### src/rtl/core/ebf_pkg.sv
// ----------------------------------------------------------------------------
// ebf_pkg
// Shared constants, coefficient table and controller/datapath interface types
// for the ECG baseline removal and FIR low-pass filter.
// ----------------------------------------------------------------------------
package ebf_pkg;

  // sizes
  localparam int CHANNELS   = 7;
  localparam int WINDOW_LEN = 256;
  localparam int TAPS       = 23;
  localparam int LONG_LEN   = 23;
  localparam int SHORT_LEN  = 5;

  // field widths
  localparam int CH_W     = 3;
  localparam int SAMPLE_W = 24;
  localparam int OUT_W    = 32;
  localparam int REG_W    = 16;
  localparam int CFG_IW   = 2;

  // derived widths
  localparam int CH_IW      = (CHANNELS > 1) ? $clog2(CHANNELS) : 1;
  localparam int POS_W      = $clog2(WINDOW_LEN);
  localparam int CNT_W      = $clog2(WINDOW_LEN + 1);
  localparam int RING_DEPTH = CHANNELS * WINDOW_LEN;
  localparam int RING_AW    = $clog2(RING_DEPTH);
  localparam int TAP_DEPTH  = CHANNELS * TAPS;
  localparam int TAP_AW     = $clog2(TAP_DEPTH);
  localparam int HEAD_W     = $clog2(TAPS);
  localparam int TCNT_W     = $clog2(TAPS + 1);
  localparam int IDX_W      = $clog2(TAPS + 2);
  localparam int AGE_W      = IDX_W + 1;
  localparam int SUM_W      = 32;
  localparam int COEF_W     = 11;
  localparam int PROD_W     = SAMPLE_W + COEF_W;
  localparam int DIV_W      = 36;
  localparam int DCNT_W     = $clog2(DIV_W + 1);

  // saturation limits
  localparam int HP_MAX = 32767;
  localparam int HP_MIN = -32768;
  localparam int LP_MAX = 2147483647;
  localparam int LP_MIN = -2147483648;

  // register indexes
  localparam logic [CFG_IW-1:0] REG_HP_EN     = 2'd0;
  localparam logic [CFG_IW-1:0] REG_LP_MODE   = 2'd1;
  localparam logic [CFG_IW-1:0] REG_LONG_DIV  = 2'd2;
  localparam logic [CFG_IW-1:0] REG_SHORT_DIV = 2'd3;

  // low-pass modes
  localparam logic [1:0] LP_BYPASS = 2'd0;
  localparam logic [1:0] LP_LONG   = 2'd1;
  localparam logic [1:0] LP_SHORT  = 2'd2;

  localparam logic signed [COEF_W-1:0] LONG_COEF [LONG_LEN] = '{
    11'sd21, -11'sd52, -11'sd26, 11'sd10, 11'sd39, 11'sd25, -11'sd33, -11'sd75,
    -11'sd28, 11'sd120, 11'sd288, 11'sd363, 11'sd288, 11'sd120, -11'sd28,
    -11'sd75, -11'sd33, 11'sd25, 11'sd39, 11'sd10, -11'sd26, -11'sd52, 11'sd21
  };

  // coefficient of one tap, long filter or five tap boxcar
  function automatic logic signed [COEF_W-1:0] tap_coef(input logic [IDX_W-1:0] idx,
                                                        input logic long_sel);
    logic signed [COEF_W-1:0] c;
    c = '0;
    if (long_sel) begin
      if (32'(idx) < LONG_LEN) c = LONG_COEF[idx];
    end else begin
      if (32'(idx) < SHORT_LEN) c = 11'sd1;
    end
    return c;
  endfunction

  // controller commands
  typedef struct packed {
    logic             load_in;
    logic             hp_rd;
    logic             hp_upd;
    logic             hp_mul;
    logic             div_start;
    logic             div_hp;
    logic             hp_fin;
    logic             lp_wr;
    logic             mac_rd;
    logic [IDX_W-1:0] mac_idx;
    logic             lp_fin;
    logic             out_load;
  } ebf_cmd_t;

  // datapath status
  typedef struct packed {
    logic ch_ok;
    logic hp_en;
    logic lp_on;
    logic lp_long;
    logic div_done;
    logic div_busy;
  } ebf_stat_t;

endpackage

### src/rtl/core/ebf_ctrl.sv
// ----------------------------------------------------------------------------
// ebf_ctrl
// Sequencer: steps one request through baseline removal, the FIR
// multiply-accumulate loop, the shared divider and the output register.
// ----------------------------------------------------------------------------
module ebf_ctrl (
  input  logic               clk,
  input  logic               rst_n,
  input  logic               in_valid,
  output logic               in_ready,
  output logic               out_valid,
  input  logic               out_ready,
  input  ebf_pkg::ebf_stat_t stat,
  output ebf_pkg::ebf_cmd_t  cmd
);

  localparam logic [3:0] S_IDLE    = 4'd0;
  localparam logic [3:0] S_CHK     = 4'd1;
  localparam logic [3:0] S_HP_RD   = 4'd2;
  localparam logic [3:0] S_HP_UPD  = 4'd3;
  localparam logic [3:0] S_HP_MUL  = 4'd4;
  localparam logic [3:0] S_HP_DIVS = 4'd5;
  localparam logic [3:0] S_HP_DIVW = 4'd6;
  localparam logic [3:0] S_HP_FIN  = 4'd7;
  localparam logic [3:0] S_LP_WR   = 4'd8;
  localparam logic [3:0] S_LP_MAC  = 4'd9;
  localparam logic [3:0] S_LP_DIVS = 4'd10;
  localparam logic [3:0] S_LP_DIVW = 4'd11;
  localparam logic [3:0] S_LP_FIN  = 4'd12;
  localparam logic [3:0] S_DONE    = 4'd13;

  logic [3:0]                  state_r, state_nxt;
  logic [ebf_pkg::IDX_W-1:0]   idx_r, idx_nxt;
  logic                        ov_r, ov_nxt;
  logic [ebf_pkg::IDX_W-1:0]   len;

  assign len = stat.lp_long ? ebf_pkg::IDX_W'(ebf_pkg::LONG_LEN)
                            : ebf_pkg::IDX_W'(ebf_pkg::SHORT_LEN);

  // next state and commands
  always_comb begin
    state_nxt = state_r;
    idx_nxt   = idx_r;
    ov_nxt    = ov_r;
    cmd       = '0;
    cmd.mac_idx = idx_r;
    if (ov_r && out_ready) ov_nxt = 1'b0;
    unique case (state_r)
      S_IDLE: begin
        if (in_valid) begin
          cmd.load_in = 1'b1;
          state_nxt   = S_CHK;
        end
      end
      S_CHK: begin
        priority if (!stat.ch_ok) state_nxt = S_DONE;
        else if (stat.hp_en)      state_nxt = S_HP_RD;
        else if (stat.lp_on)      state_nxt = S_LP_WR;
        else                      state_nxt = S_DONE;
      end
      S_HP_RD: begin
        cmd.hp_rd = 1'b1;
        state_nxt = S_HP_UPD;
      end
      S_HP_UPD: begin
        cmd.hp_upd = 1'b1;
        state_nxt  = S_HP_MUL;
      end
      S_HP_MUL: begin
        cmd.hp_mul = 1'b1;
        state_nxt  = S_HP_DIVS;
      end
      S_HP_DIVS: begin
        cmd.div_start = 1'b1;
        cmd.div_hp    = 1'b1;
        state_nxt     = S_HP_DIVW;
      end
      S_HP_DIVW: begin
        if (stat.div_done) state_nxt = S_HP_FIN;
      end
      S_HP_FIN: begin
        cmd.hp_fin = 1'b1;
        state_nxt  = stat.lp_on ? S_LP_WR : S_DONE;
      end
      S_LP_WR: begin
        cmd.lp_wr = 1'b1;
        idx_nxt   = '0;
        state_nxt = S_LP_MAC;
      end
      // read taps, then let the multiply and accumulate stages drain
      S_LP_MAC: begin
        cmd.mac_rd = (idx_r < len);
        idx_nxt    = idx_r + 1'b1;
        if (idx_r == len + 1'b1) state_nxt = S_LP_DIVS;
      end
      S_LP_DIVS: begin
        cmd.div_start = 1'b1;
        state_nxt     = S_LP_DIVW;
      end
      S_LP_DIVW: begin
        if (stat.div_done) state_nxt = S_LP_FIN;
      end
      S_LP_FIN: begin
        cmd.lp_fin = 1'b1;
        state_nxt  = S_DONE;
      end
      S_DONE: begin
        if (!ov_r || out_ready) begin
          cmd.out_load = 1'b1;
          ov_nxt       = 1'b1;
          state_nxt    = S_IDLE;
        end
      end
      default: state_nxt = S_IDLE;
    endcase
  end

  // state registers
  always_ff @(posedge clk) begin
    if (!rst_n) begin
      state_r <= S_IDLE;
      idx_r   <= '0;
      ov_r    <= 1'b0;
    end else begin
      state_r <= state_nxt;
      idx_r   <= idx_nxt;
      ov_r    <= ov_nxt;
    end
  end

  assign in_ready  = (state_r == S_IDLE);
  assign out_valid = ov_r;

endmodule

### config.mk
export PLATFORM = sky130hd
export DESIGN_NAME = ebf_ctrl
export DESIGN_NICKNAME = d
export VERILOG_FILES = /design/src/rtl/core/ebf_pkg.sv /design/src/rtl/core/ebf_ctrl.sv
export SDC_FILE = /design/constraint.sdc
export NUM_CORES = 1
export LEC_CHECK = 0
export BUFFER_PORTS_ARGS = -buffer_cell sky130_fd_sc_hd__buf_2
export CAP_MARGIN = 20
export CORE_ASPECT_RATIO = 0.75
export CORE_MARGIN = 10
export CORE_UTILIZATION = 30
export DETAILED_ROUTE_END_ITERATION = 7
export SLEW_MARGIN = 20
export SYNTH_ARGS = -nofsm -noshare
export SYNTH_HDL_FRONTEND = slang
export SYNTH_SLANG_ARGS = --single-unit
### constraint.sdc
create_clock -name clk -period 1.8 [get_ports clk]
set_input_delay 0.18 -clock clk [delete_from_list [all_inputs] [get_ports clk]]
set_output_delay 0.18 -clock clk [all_outputs]
set_load 0.02 [all_outputs]
==> impl_metrics.json, run 1 <==
{
  "status": "finished, violations left",
  "violations": "setup timing",
  "grt_pass1_vias": 894,
  "cpMostUsedCell": "a21o_1",
  "n_fill_cell": 258,
  "timing_worst_setup_path_type": "flip-flop to primary output",
  "timing.critical_path.fanout_max": 2,
  "cts.reportedPaths.clkPinSlew_ns": 0.07,
  "synth_cell_type_count": 40,
  "power.density_cell_area_nw_per_um2": 1170,
  "synth-seq-area-share_pct": 24.9,
  "grt_first_pass_wirelength_mm": 4.14,
  "regToRegEndpoint": "state_r[1]$_SDFFE_PN0P_",
  "synth_flop_cell": "dfxtp_1",
  "finish.utilization_pct": 42.3,
  "grt-ovfl-total": 0,
  "cts_htree_levels": 1,
  "worstPathCellList": "ha_4, a21o_1, a21o_1, a2111oi_4, buf_4",
  "tritoncts.num_buffers": 3,
  "synth_seq_cells": 10,
  "setup-violations-final": 1,
  "worst_setup_path_startpoint": "idx_r[1]$_SDFFE_PN0P_",
  "multi_input_comb_area_um2": 597,
  "cpLargestDelayFamily": "compound AO/OA/AOI/OAI gates",
  "endpoint_kind": "primary output",
  "std_cell_rows": 16,
  "worst_hold_startpoint": "stat[1]",
  "rsz_0062_raised_after_global_routing": "yes",
  "avgSynthCellArea_um2": 7.38,
  "route.final.wire_length_mm": 2.40,
  "layout_common_cells": "buf_2 (25), nor2_1 (13), nand2_1 (11), buf_4 (10)",
  "die_area_um2": 5170,
  "antenna_left": 0,
  "critical_path_buf_inv_count": 1,
  "grt_usage_pct": 9.84,
  "postPlaceCellArea_um2": 1030,
  "yosys.area.top_type_share_pct": 24.9,
  "route.detailed.vias_per_inst": 5.03,
  "timing.hold.worst.class": "primary input to flip-flop",
  "dr.pass1.iters": 4,
  "rr_startpoint": "idx_r[1]$_SDFFE_PN0P_",
  "cts_hold_repair_buffers": 0,
  "post_synth_edffs": 0,
  "worst-r2r-cell-count": 7,
  "cts_sinks": 10,
  "routed_len_inst_um": 13.5,
  "holdPathStages": 4,
  "max-slew-margin-rel_pct": 70.6,
  "min_period_over_period_pct": 100,
  "postSynth.asyncResetShare_pct": 0,
  "place.gp.congestion": 0.823,
  "timing.critical_path.required_ns": 1.62,
  "max_freq_mhz": 553,
  "fin_nets": 156,
  "clock_tree_from_tritoncts": "built",
  "timing.final.ws_setup_ns": -0.00700,
  "worst_ep_arrival_time_ns": 1.63,
  "finalHoldWorstSlack_ns": 0.200,
  "critPathSlowestCell": "dfxtp_2",
  "hpwlAfterDp_mm": 1.95,
  "category_of_the_worst_setup_path_launch_point": "flip-flop",
  "ir_worst_vdd_mv": 0.534,
  "core_area_um2": 2580,
  "netlist_area_um2": 805,
  "cts_root_buffer": "clkbuf_4",
  "antenna-diode-count": 0,
  "net_count_of_the_mapped_netlist": 122,
  "hold-path-endpoint": "state_r[1]$_SDFFE_PN0P_",
  "crit_path_max_incr_delay_ns": 0.34,
  "final_period_minus_worst_setup_slack_ns": 1.81,
  "setup.reg_to_reg.worst_slack_ns": 0.15,
  "max_slew.worst_pin.slew_ns": 0.440,
  "timing_max_transition_violations_final": 0,
  "max-cap-violations": 0,
  "max-clock-path-buffers": 2,
  "clock_latency_ns": 0.27,
  "fin_cells": 178,
  "largest_cells_by_area_after_synthesis": "dfxtp_1 (25%), nor2_1 (6.1%), nand2_1 (5.1%), ha_1 (4.7%), o21ai_1 (4.4%)",
  "seqCellArea_um2": 204,
  "drive_gt1_share_pct": 33.1,
  "numPlacedInstances": 173,
  "drc": 0,
  "floorplan.initialDensity_pct": 31.2,
  "clock_skew_ns": 0.00352,
  "num_io_pins": 28,
  "number_of_antenna_violations_at_the_first_check_in_global_routing": 0,
  "synthDominantAreaCellType": "dfxtp_1",
  "detail_route.iter0.violations": 44,
  "maximum_number_of_pins_on_one_net_before_global_route_repair": 14,
  "fp.dieH_um": 64.8,
  "finalHoldViolCount": 0,
  "synthCells": 109,
  "io_buffer_count": 26,
  "fin_area_um2": 1090,
  "final_common_cell": "buf_2",
  "final.setup.tns_ns": -0.00700,
  "layout-area-overhead-vs-synth_pct": 35.9,
  "die_w_um": 79.8,
  "yosysWarnings": 0,
  "p_leak_uw": 0.000488,
  "route.vias.total": 896
}
Yosys cell counts (all sizes together) (2+ instances only):
master / number
nand2: 11
and2: 3
a211oi: 4
nand2b: 5
o21ai: 10
a21o: 2
inv: 3
nand4b: 2
o22ai: 2
a21boi: 4
nor3b: 2
a31oi: 2
nor2: 13
nand3b: 2
o211ai: 2
dfxtp: 10
nor2b: 3
ha: 3
nand3: 3
clkbuf: 2
or2: 3
buf: 4
repair_timing:
item	in CTS	in global routing
resized for setup	4	1
endpoints found under the setup margin	1	2
gates cloned	0	0
setup buffers	1	0
hold endpoints to repair	0	0
pin swaps	4	0
area by class of cell:
cell class / instances / share of cell area [%]
Multi-Input combinational cell: 90 / 54.6
Sequential cell: 10 / 18.6
Timing Repair Buffer: 35 / 18.3
Tap cell: 36 / 4.12
Clock buffer: 4 / 3.32
Inverter: 3 / 1.03
worst min-delay path, delay by kind of cell:
family                 cells  cell delay (ns)
AOI/OAI and AO/OA          2             0.10
buffers and inverters      1             0.08
and+or+nand+nor            1             0.06
metrics by stage:
| step | power, µW | setup WS, ns |
|---|---|---|
| finish | 1280 | -0.00700 |
| global route | 1420 | -0.0858 |
| CTS | 1300 | -0.0161 |
| detailed placement | 1080 | 0.0675 |
| global placement | 1070 | 0.0782 |
| floorplan | 845 | 0.00645 |
cells by family (layout without fill, tap and decap cells):
| group | count (synthesis) | in the layout | synth area share (%) |
|---|---|---|---|
| mux | 1 | 1 | 1.24 |
| flops | 10 | 10 | 24.9 |
| buf+inv | 9 | 42 | 4.82 |
| fa+ha+maj | 3 | 3 | 4.67 |
| simple gates | 52 | 52 | 34.2 |
| compound gates | 34 | 34 | 30.2 |
sequential cells by signal (all words and copies together) (netlist names):
| name | count |
|---|---|
| idx_r | 5 |
| state_r | 4 |
| out_valid | 1 |
worst max path at each step:
stage,cells past startpoint,slack [ns],end
2_1_floorplan,4,0.006,cmd[7]
3_3_place_gp,7,0.08,cmd[7]
3_5_place_dp,7,0.07,cmd[7]
4_1_cts,5,-0.02,cmd[7]
5_1_grt,5,-0.09,cmd[7]
6_report,5,-0.007,cmd[7]
power breakdown:
group	switching [µW]	internal, µW	leakage, µW
logic	414	301	0.000384
clock network	78.0	123	0.0000210
registers	102	265	0.0000825
total	594	689	0.000488
per-layer routing:
metal | share of wire [%] | GRT usage, % | vias up
met5 | 0 | 0 | -
met4 | 0.79 | 2.85 | 0
met3 | 7.2 | 4.96 | 4
met2 | 43 | 14.4 | 21
met1 | 49 | 12.3 | 406
li1 | - | - | 465
Power figures use the tool's default switching activity.
==> run 2, diff against run 1 <==
HOLD_SLACK_MARGIN = 0.15   (was default)
PLACE_DENSITY = 0.56   (was default)
==> run 2 against run 1 <==
The run still ends with setup timing left. Cell area decreased by 2.1%. Setup slack worse by 0.0053 ns. Via count increased by 3.3%. Highest routed layer unchanged.
==> impl_metrics.json, run 2 (same netlist as run 1, synthesis figures left out) <==
{
  "status": "finished, violations left",
  "violations": "setup timing",
  "grt_first_pass_wirelength_mm": 3.62,
  "cts_root_buffer": "clkbuf_4",
  "route.vias.total": 926,
  "die_area_um2": 5170,
  "fin_area_um2": 1070,
  "final_period_minus_worst_setup_slack_ns": 1.81,
  "cts_sinks": 10,
  "hpwlAfterDp_mm": 1.92,
  "std_cell_rows": 16,
  "antenna-diode-count": 0,
  "n_fill_cell": 272,
  "place.gp.congestion": 0.791,
  "layout_common_cells": "buf_2 (25), nor2_1 (13), nand2_1 (11), buf_4 (9), dfxtp_1 (8)",
  "postPlaceCellArea_um2": 1030,
  "grt-ovfl-total": 0,
  "ir_worst_vdd_mv": 0.355,
  "max-slew-margin-rel_pct": 70.7,
  "timing.hold.worst.class": "primary input to flip-flop",
  "clock_skew_ns": 0.00125,
  "grt_usage_pct": 8.43,
  "multi_input_comb_area_um2": 597,
  "placement.setup.worst_slack_ns": 0.0486,
  "worst_ep_arrival_time_ns": 1.63,
  "cts_htree_levels": 1,
  "grt_pass1_vias": 774,
  "core_area_um2": 2580,
  "num_io_pins": 28,
  "number_of_antenna_violations_at_the_first_check_in_global_routing": 0,
  "timing.critical_path.fanout_max": 2,
  "min_period_over_period_pct": 101,
  "fin_nets": 155,
  "drive_gt1_share_pct": 31.4,
  "routed_len_inst_um": 13.5,
  "final_common_cell": "buf_2",
  "floorplan.initialDensity_pct": 31.2,
  "timing_worst_setup_path_type": "flip-flop to primary output",
  "route.detailed.vias_per_inst": 5.26,
  "io_buffer_count": 26,
  "max-clock-path-buffers": 2,
  "dr.pass1.iters": 4,
  "antenna_left": 0,
  "timing.critical_path.required_ns": 1.62,
  "rsz_0062_raised_after_global_routing": "yes",
  "max_freq_mhz": 552,
  "cts_hold_repair_buffers": 0,
  "category_of_the_worst_setup_path_launch_point": "flip-flop",
  "setup-violations-final": 1,
  "layout-area-overhead-vs-synth_pct": 33.1,
  "seqCellArea_um2": 203,
  "fp.dieH_um": 64.8,
  "route.final.wire_length_mm": 2.37,
  "clock_latency_ns": 0.27,
  "die_w_um": 79.8,
  "largest_register_ffs": 5,
  "cts.reportedPaths.clkPinSlew_ns": 0.07,
  "registers.top_by_ff_count": "idx_r",
  "tritoncts.num_buffers": 3,
  "detail_route.iter0.violations": 80,
  "p_leak_uw": 0.000476,
  "finalHoldViolCount": 0,
  "clock_tree_from_tritoncts": "built",
  "endpoint_kind": "primary output",
  "drc": 0,
  "timing.final.ws_setup_ns": -0.0123,
  "max_slew.worst_pin.slew_ns": 0.438,
  "timing_max_transition_violations_final": 0,
  "max-cap-violations": 0,
  "maximum_number_of_pins_on_one_net_before_global_route_repair": 14,
  "postCtsSetupBuffers": 0,
  "power.density_cell_area_nw_per_um2": 1170
}
[run 2: changes by cell type in the layout (fill, tap and decap cells not counted)]
cell	previous run	this run
buf_4	10	9
clkbuf_8	1	0
dfxtp_1	7	8
dfxtp_2	3	2
[run 2: path summary, 6_finish.rpt]
kind | startpoint | to | slack, ns | depth (start not counted)
max | idx_r[1]$_SDFFE_PN0P_ | cmd[7] | -0.01 | 5
min | stat[1] | state_r[1]$_SDFFE_PN0P_ | 0.19 | 4
max reg2reg | state_r[2]$_SDFFE_PN0P_ | state_r[0]$_SDFFE_PN0P_ | 0.20 | 5
min reg2reg | idx_r[4]$_SDFFE_PN0P_ | idx_r[4]$_SDFFE_PN0P_ | 0.51 | 2
[run 2: routing by layer]
metal  part of all wire (%)  track usage, %  wire (µm)
met4                   0.89            3.29         21
met2                     45            12.4       1070
met5                      0               0          0
met1                     44            10.7       1050
met3                     10            3.31        236
[run 2: power breakdown]
| group | internal (µW) | switching (µW) |
|---|---|---|
| registers | 263 | 83.7 |
| logic | 311 | 432 |
| clock network | 77.4 | 82.8 |
[run 2: per-stage QoR]
stage / total power [µW] / util [%] / TNS, ns / hold slack, ns / cells
floorplan: 845 / - / 0 / 0.334 / 109
global placement: 1080 / 39.9 / 0 / 0.473 / 173
detailed placement: 1090 / 39.9 / 0 / 0.475 / 173
CTS: 1250 / 41.4 / -0.0259 / 0.194 / 176
global route: 1350 / 41.5 / -0.0910 / 0.201 / 176
finish: 1250 / 41.5 / -0.0123 / 0.189 / 176
[run 2: layout make-up]
class                           instances  share of cell area [%]
Clock buffer                            3                    2.10
Inverter                                3                    1.05
Multi-Input combinational cell         90                    55.7
Sequential cell                        10                    18.9
Tap cell                               36                    4.21
Timing Repair Buffer                   34                    18.0
[run 2: critical path, stage by stage, from the launching register on]
cell and delay (ns):
dfxtp_2 0.34, ha_4 0.23, a21o_1 0.15, a21o_1 0.17
a2111oi_4 0.28, buf_4 0.19
[run 2: timing repair]
action	CTS	global route
setup endpoints to repair	1	2
resized for setup	3	1
gates cloned	0	0
pin swaps	4	0
==> run 3, diff against run 2 <==
CTS_BUF_LIST = sky130_fd_sc_hd__clkbuf_4   (was default)
RECOVER_POWER = 50   (was default)
==> run 3 against run 2 <==
The run still ends with setup timing left. Via count up 0.43%. Register-to-register slack about the same. Maximum frequency about the same. Non-clock buffer count unchanged. First-iteration DRC count unchanged. Sequential share of layout area up 0.13 points. Routed wire length down 0.51%. Die area unchanged. Power down 0.58%.
==> impl_metrics.json, run 3 (same netlist as run 1, synthesis figures left out) <==
{
  "status": "finished, violations left",
  "violations": "setup timing",
  "totalPowerFinal_uw": 1240,
  "critPathSlowestCell": "dfxtp_2",
  "endpoint_kind": "primary output",
  "clock_skew_ns": 0.00155,
  "grt_usage_pct": 8.43,
  "finalHoldWorstSlack_ns": 0.190,
  "routed_len_inst_um": 13.4,
  "highest_routed_metal_layer": "met4",
  "numPlacedInstances": 173,
  "die_w_um": 79.8,
  "final.setup.tns_ns": -0.0108,
  "max-clock-path-buffers": 2,
  "hpwlAfterDp_mm": 1.92,
  "drc": 0,
  "cts_root_buffer": "clkbuf_4",
  "num_io_pins": 28,
  "grt_first_pass_wirelength_mm": 3.62,
  "grt_pass1_vias": 774,
  "timing_worst_setup_path_type": "flip-flop to primary output",
  "power_frac_comb_pct": 59.3,
  "die_area_um2": 5170,
  "io_buffer_count": 26,
  "max-cap-violations": 0,
  "timing_max_transition_violations_final": 0,
  "core_area_um2": 2580,
  "cts.reportedPaths.clkPinSlew_ns": 0.07,
  "cts_htree_levels": 1,
  "crit_path_max_incr_delay_ns": 0.34,
  "switching_share_of_total_power_pct": 47.9,
  "n_fill_cell": 275,
  "route.met3.wl_um": 246,
  "worst_ep_arrival_time_ns": 1.63,
  "registers.top_by_ff_count": "idx_r",
  "tritoncts.num_buffers": 3,
  "power_share_of_the_sequential_group_pct": 27.9,
  "finish.utilization_pct": 41.2,
  "max_slew.worst_pin.slew_ns": 0.445,
  "largest_register_ffs": 5,
  "min_period_over_period_pct": 101,
  "cpMostUsedCell": "a21o_1",
  "power.switching_uw": 595,
  "dr.pass1.iters": 4,
  "p_leak_uw": 0.000459,
  "route.vias.total": 930,
  "holdPathStages": 4,
  "category_of_the_worst_setup_path_launch_point": "flip-flop",
  "route.detailed.vias_per_inst": 5.28,
  "worst-r2r-cell-count": 6,
  "timing.critical_path.required_ns": 1.62,
  "setup-violations-final": 1,
  "route.final.wire_length_mm": 2.36,
  "layout-area-overhead-vs-synth_pct": 32.2,
  "antenna-diode-count": 0,
  "final_common_cell": "buf_2",
  "timing.hold.worst.class": "primary input to flip-flop",
  "timing.final.ws_setup_ns": -0.0108,
  "fin_nets": 155,
  "routedLengthMet1_mm": 1.03,
  "final_period_minus_worst_setup_slack_ns": 1.81,
  "worstPathCellList": "ha_4, a21o_1, a21o_1, a2111oi_4, buf_4",
  "finalHoldViolCount": 0,
  "floorplan.initialDensity_pct": 31.2,
  "postCtsSetupBuffers": 0,
  "fp.dieH_um": 64.8,
  "grt-ovfl-total": 0,
  "ir_worst_vdd_mv": 0.356,
  "fin_cells": 176,
  "internal-power_uw": 646,
  "clock_latency_ns": 0.27,
  "place.gp.congestion": 0.791,
  "power.density_cell_area_nw_per_um2": 1170,
  "max_freq_mhz": 552,
  "max-slew-margin-rel_pct": 70.3,
  "detail_route.iter0.violations": 80,
  "power.clock.fraction_pct": 12.8,
  "clock_tree_from_tritoncts": "built",
  "maximum_number_of_pins_on_one_net_before_global_route_repair": 14,
  "antenna_left": 0,
  "std_cell_rows": 16,
  "cts_sinks": 10,
  "layout_common_cells": "buf_2 (22), nor2_1 (13), nand2_1 (11), dfxtp_1 (8), buf_4 (8)",
  "rsz_0062_raised_after_global_routing": "yes",
  "number_of_antenna_violations_at_the_first_check_in_global_routing": 0,
  "timing.critical_path.fanout_max": 2,
  "met2RoutedLength_mm": 1.06,
  "drive_gt1_share_pct": 28.6
}
==> run 3: cell count changes in the layout (fill, tap and decap cells not counted) <==
cell / before / now
clkbuf_1: 0 / 4
buf_2: 25 / 22
buf_4: 9 / 8
==> run 3: repair_timing <==
item	4_1_cts	5_1_grt
gates resized for setup	3	1
hold buffers	0	0
setup endpoints to repair	1	2
hold endpoints to repair	0	0
pin swaps	4	0
==> run 3: layout make-up <==
type | count | area, µm² | share of cell area, %
tap | 36 | 45.0 | 4.24
timing repair buffer | 34 | 185 | 17.4
sequential | 10 | 203 | 19.1
multi-input combinational | 90 | 597 | 56.1
clock buffer | 3 | 22.5 | 2.12
inverter | 3 | 11.3 | 1.06
==> run 3: per-stage QoR <==
step | setup slack, ns | instance area (µm²)
2_1_floorplan | 0.00645 | 823
3_3_place_gp | 0.0711 | 1030
6_report | -0.0108 | 1060
5_1_grt | -0.0910 | 1060
4_1_cts | -0.0259 | 1070
3_5_place_dp | 0.0486 | 1030
==> run 3: path summary, 6_finish.rpt <==
| path | from | endpoint | slack [ns] |
|---|---|---|---|
| setup / recovery | idx_r[1]$_SDFFE_PN0P_ | cmd[7] | -0.01 |
| hold / removal | stat[1] | state_r[1]$_SDFFE_PN0P_ | 0.19 |
| setup reg to reg | state_r[3]$_SDFFE_PN0P_ | idx_r[2]$_SDFFE_PN0P_ | 0.19 |
| hold reg to reg | idx_r[4]$_SDFFE_PN0P_ | idx_r[4]$_SDFFE_PN0P_ | 0.51 |
==> run 3: worst max-delay path: cells and delay by family (launching register included) <==
family                     cells  cell delay (ns)
buffers and inverters          1             0.19
AOI/OAI and AO/OA              3             0.60
adders and majority gates      1             0.23
DFF                            1             0.34
==> run 3: metal layers <==
layer | up-vias | GRT usage [%]
met2 | 36 | 12.4
met4 | 0 | 3.29
met3 | 2 | 3.31
met5 | - | 0
met1 | 431 | 10.7
li1 | 461 | -
==> run 3: power by group through the flow <==
stage | Sequential (µW) | Clock, µW | Combinational (µW)
5_1_grt | 360 | 174 | 813
3_3_place_gp | 350 | 0 | 729
3_5_place_dp | 347 | 0 | 744
6_report | 347 | 158 | 737
2_1_floorplan | 307 | 0 | 538
4_1_cts | 342 | 159 | 748
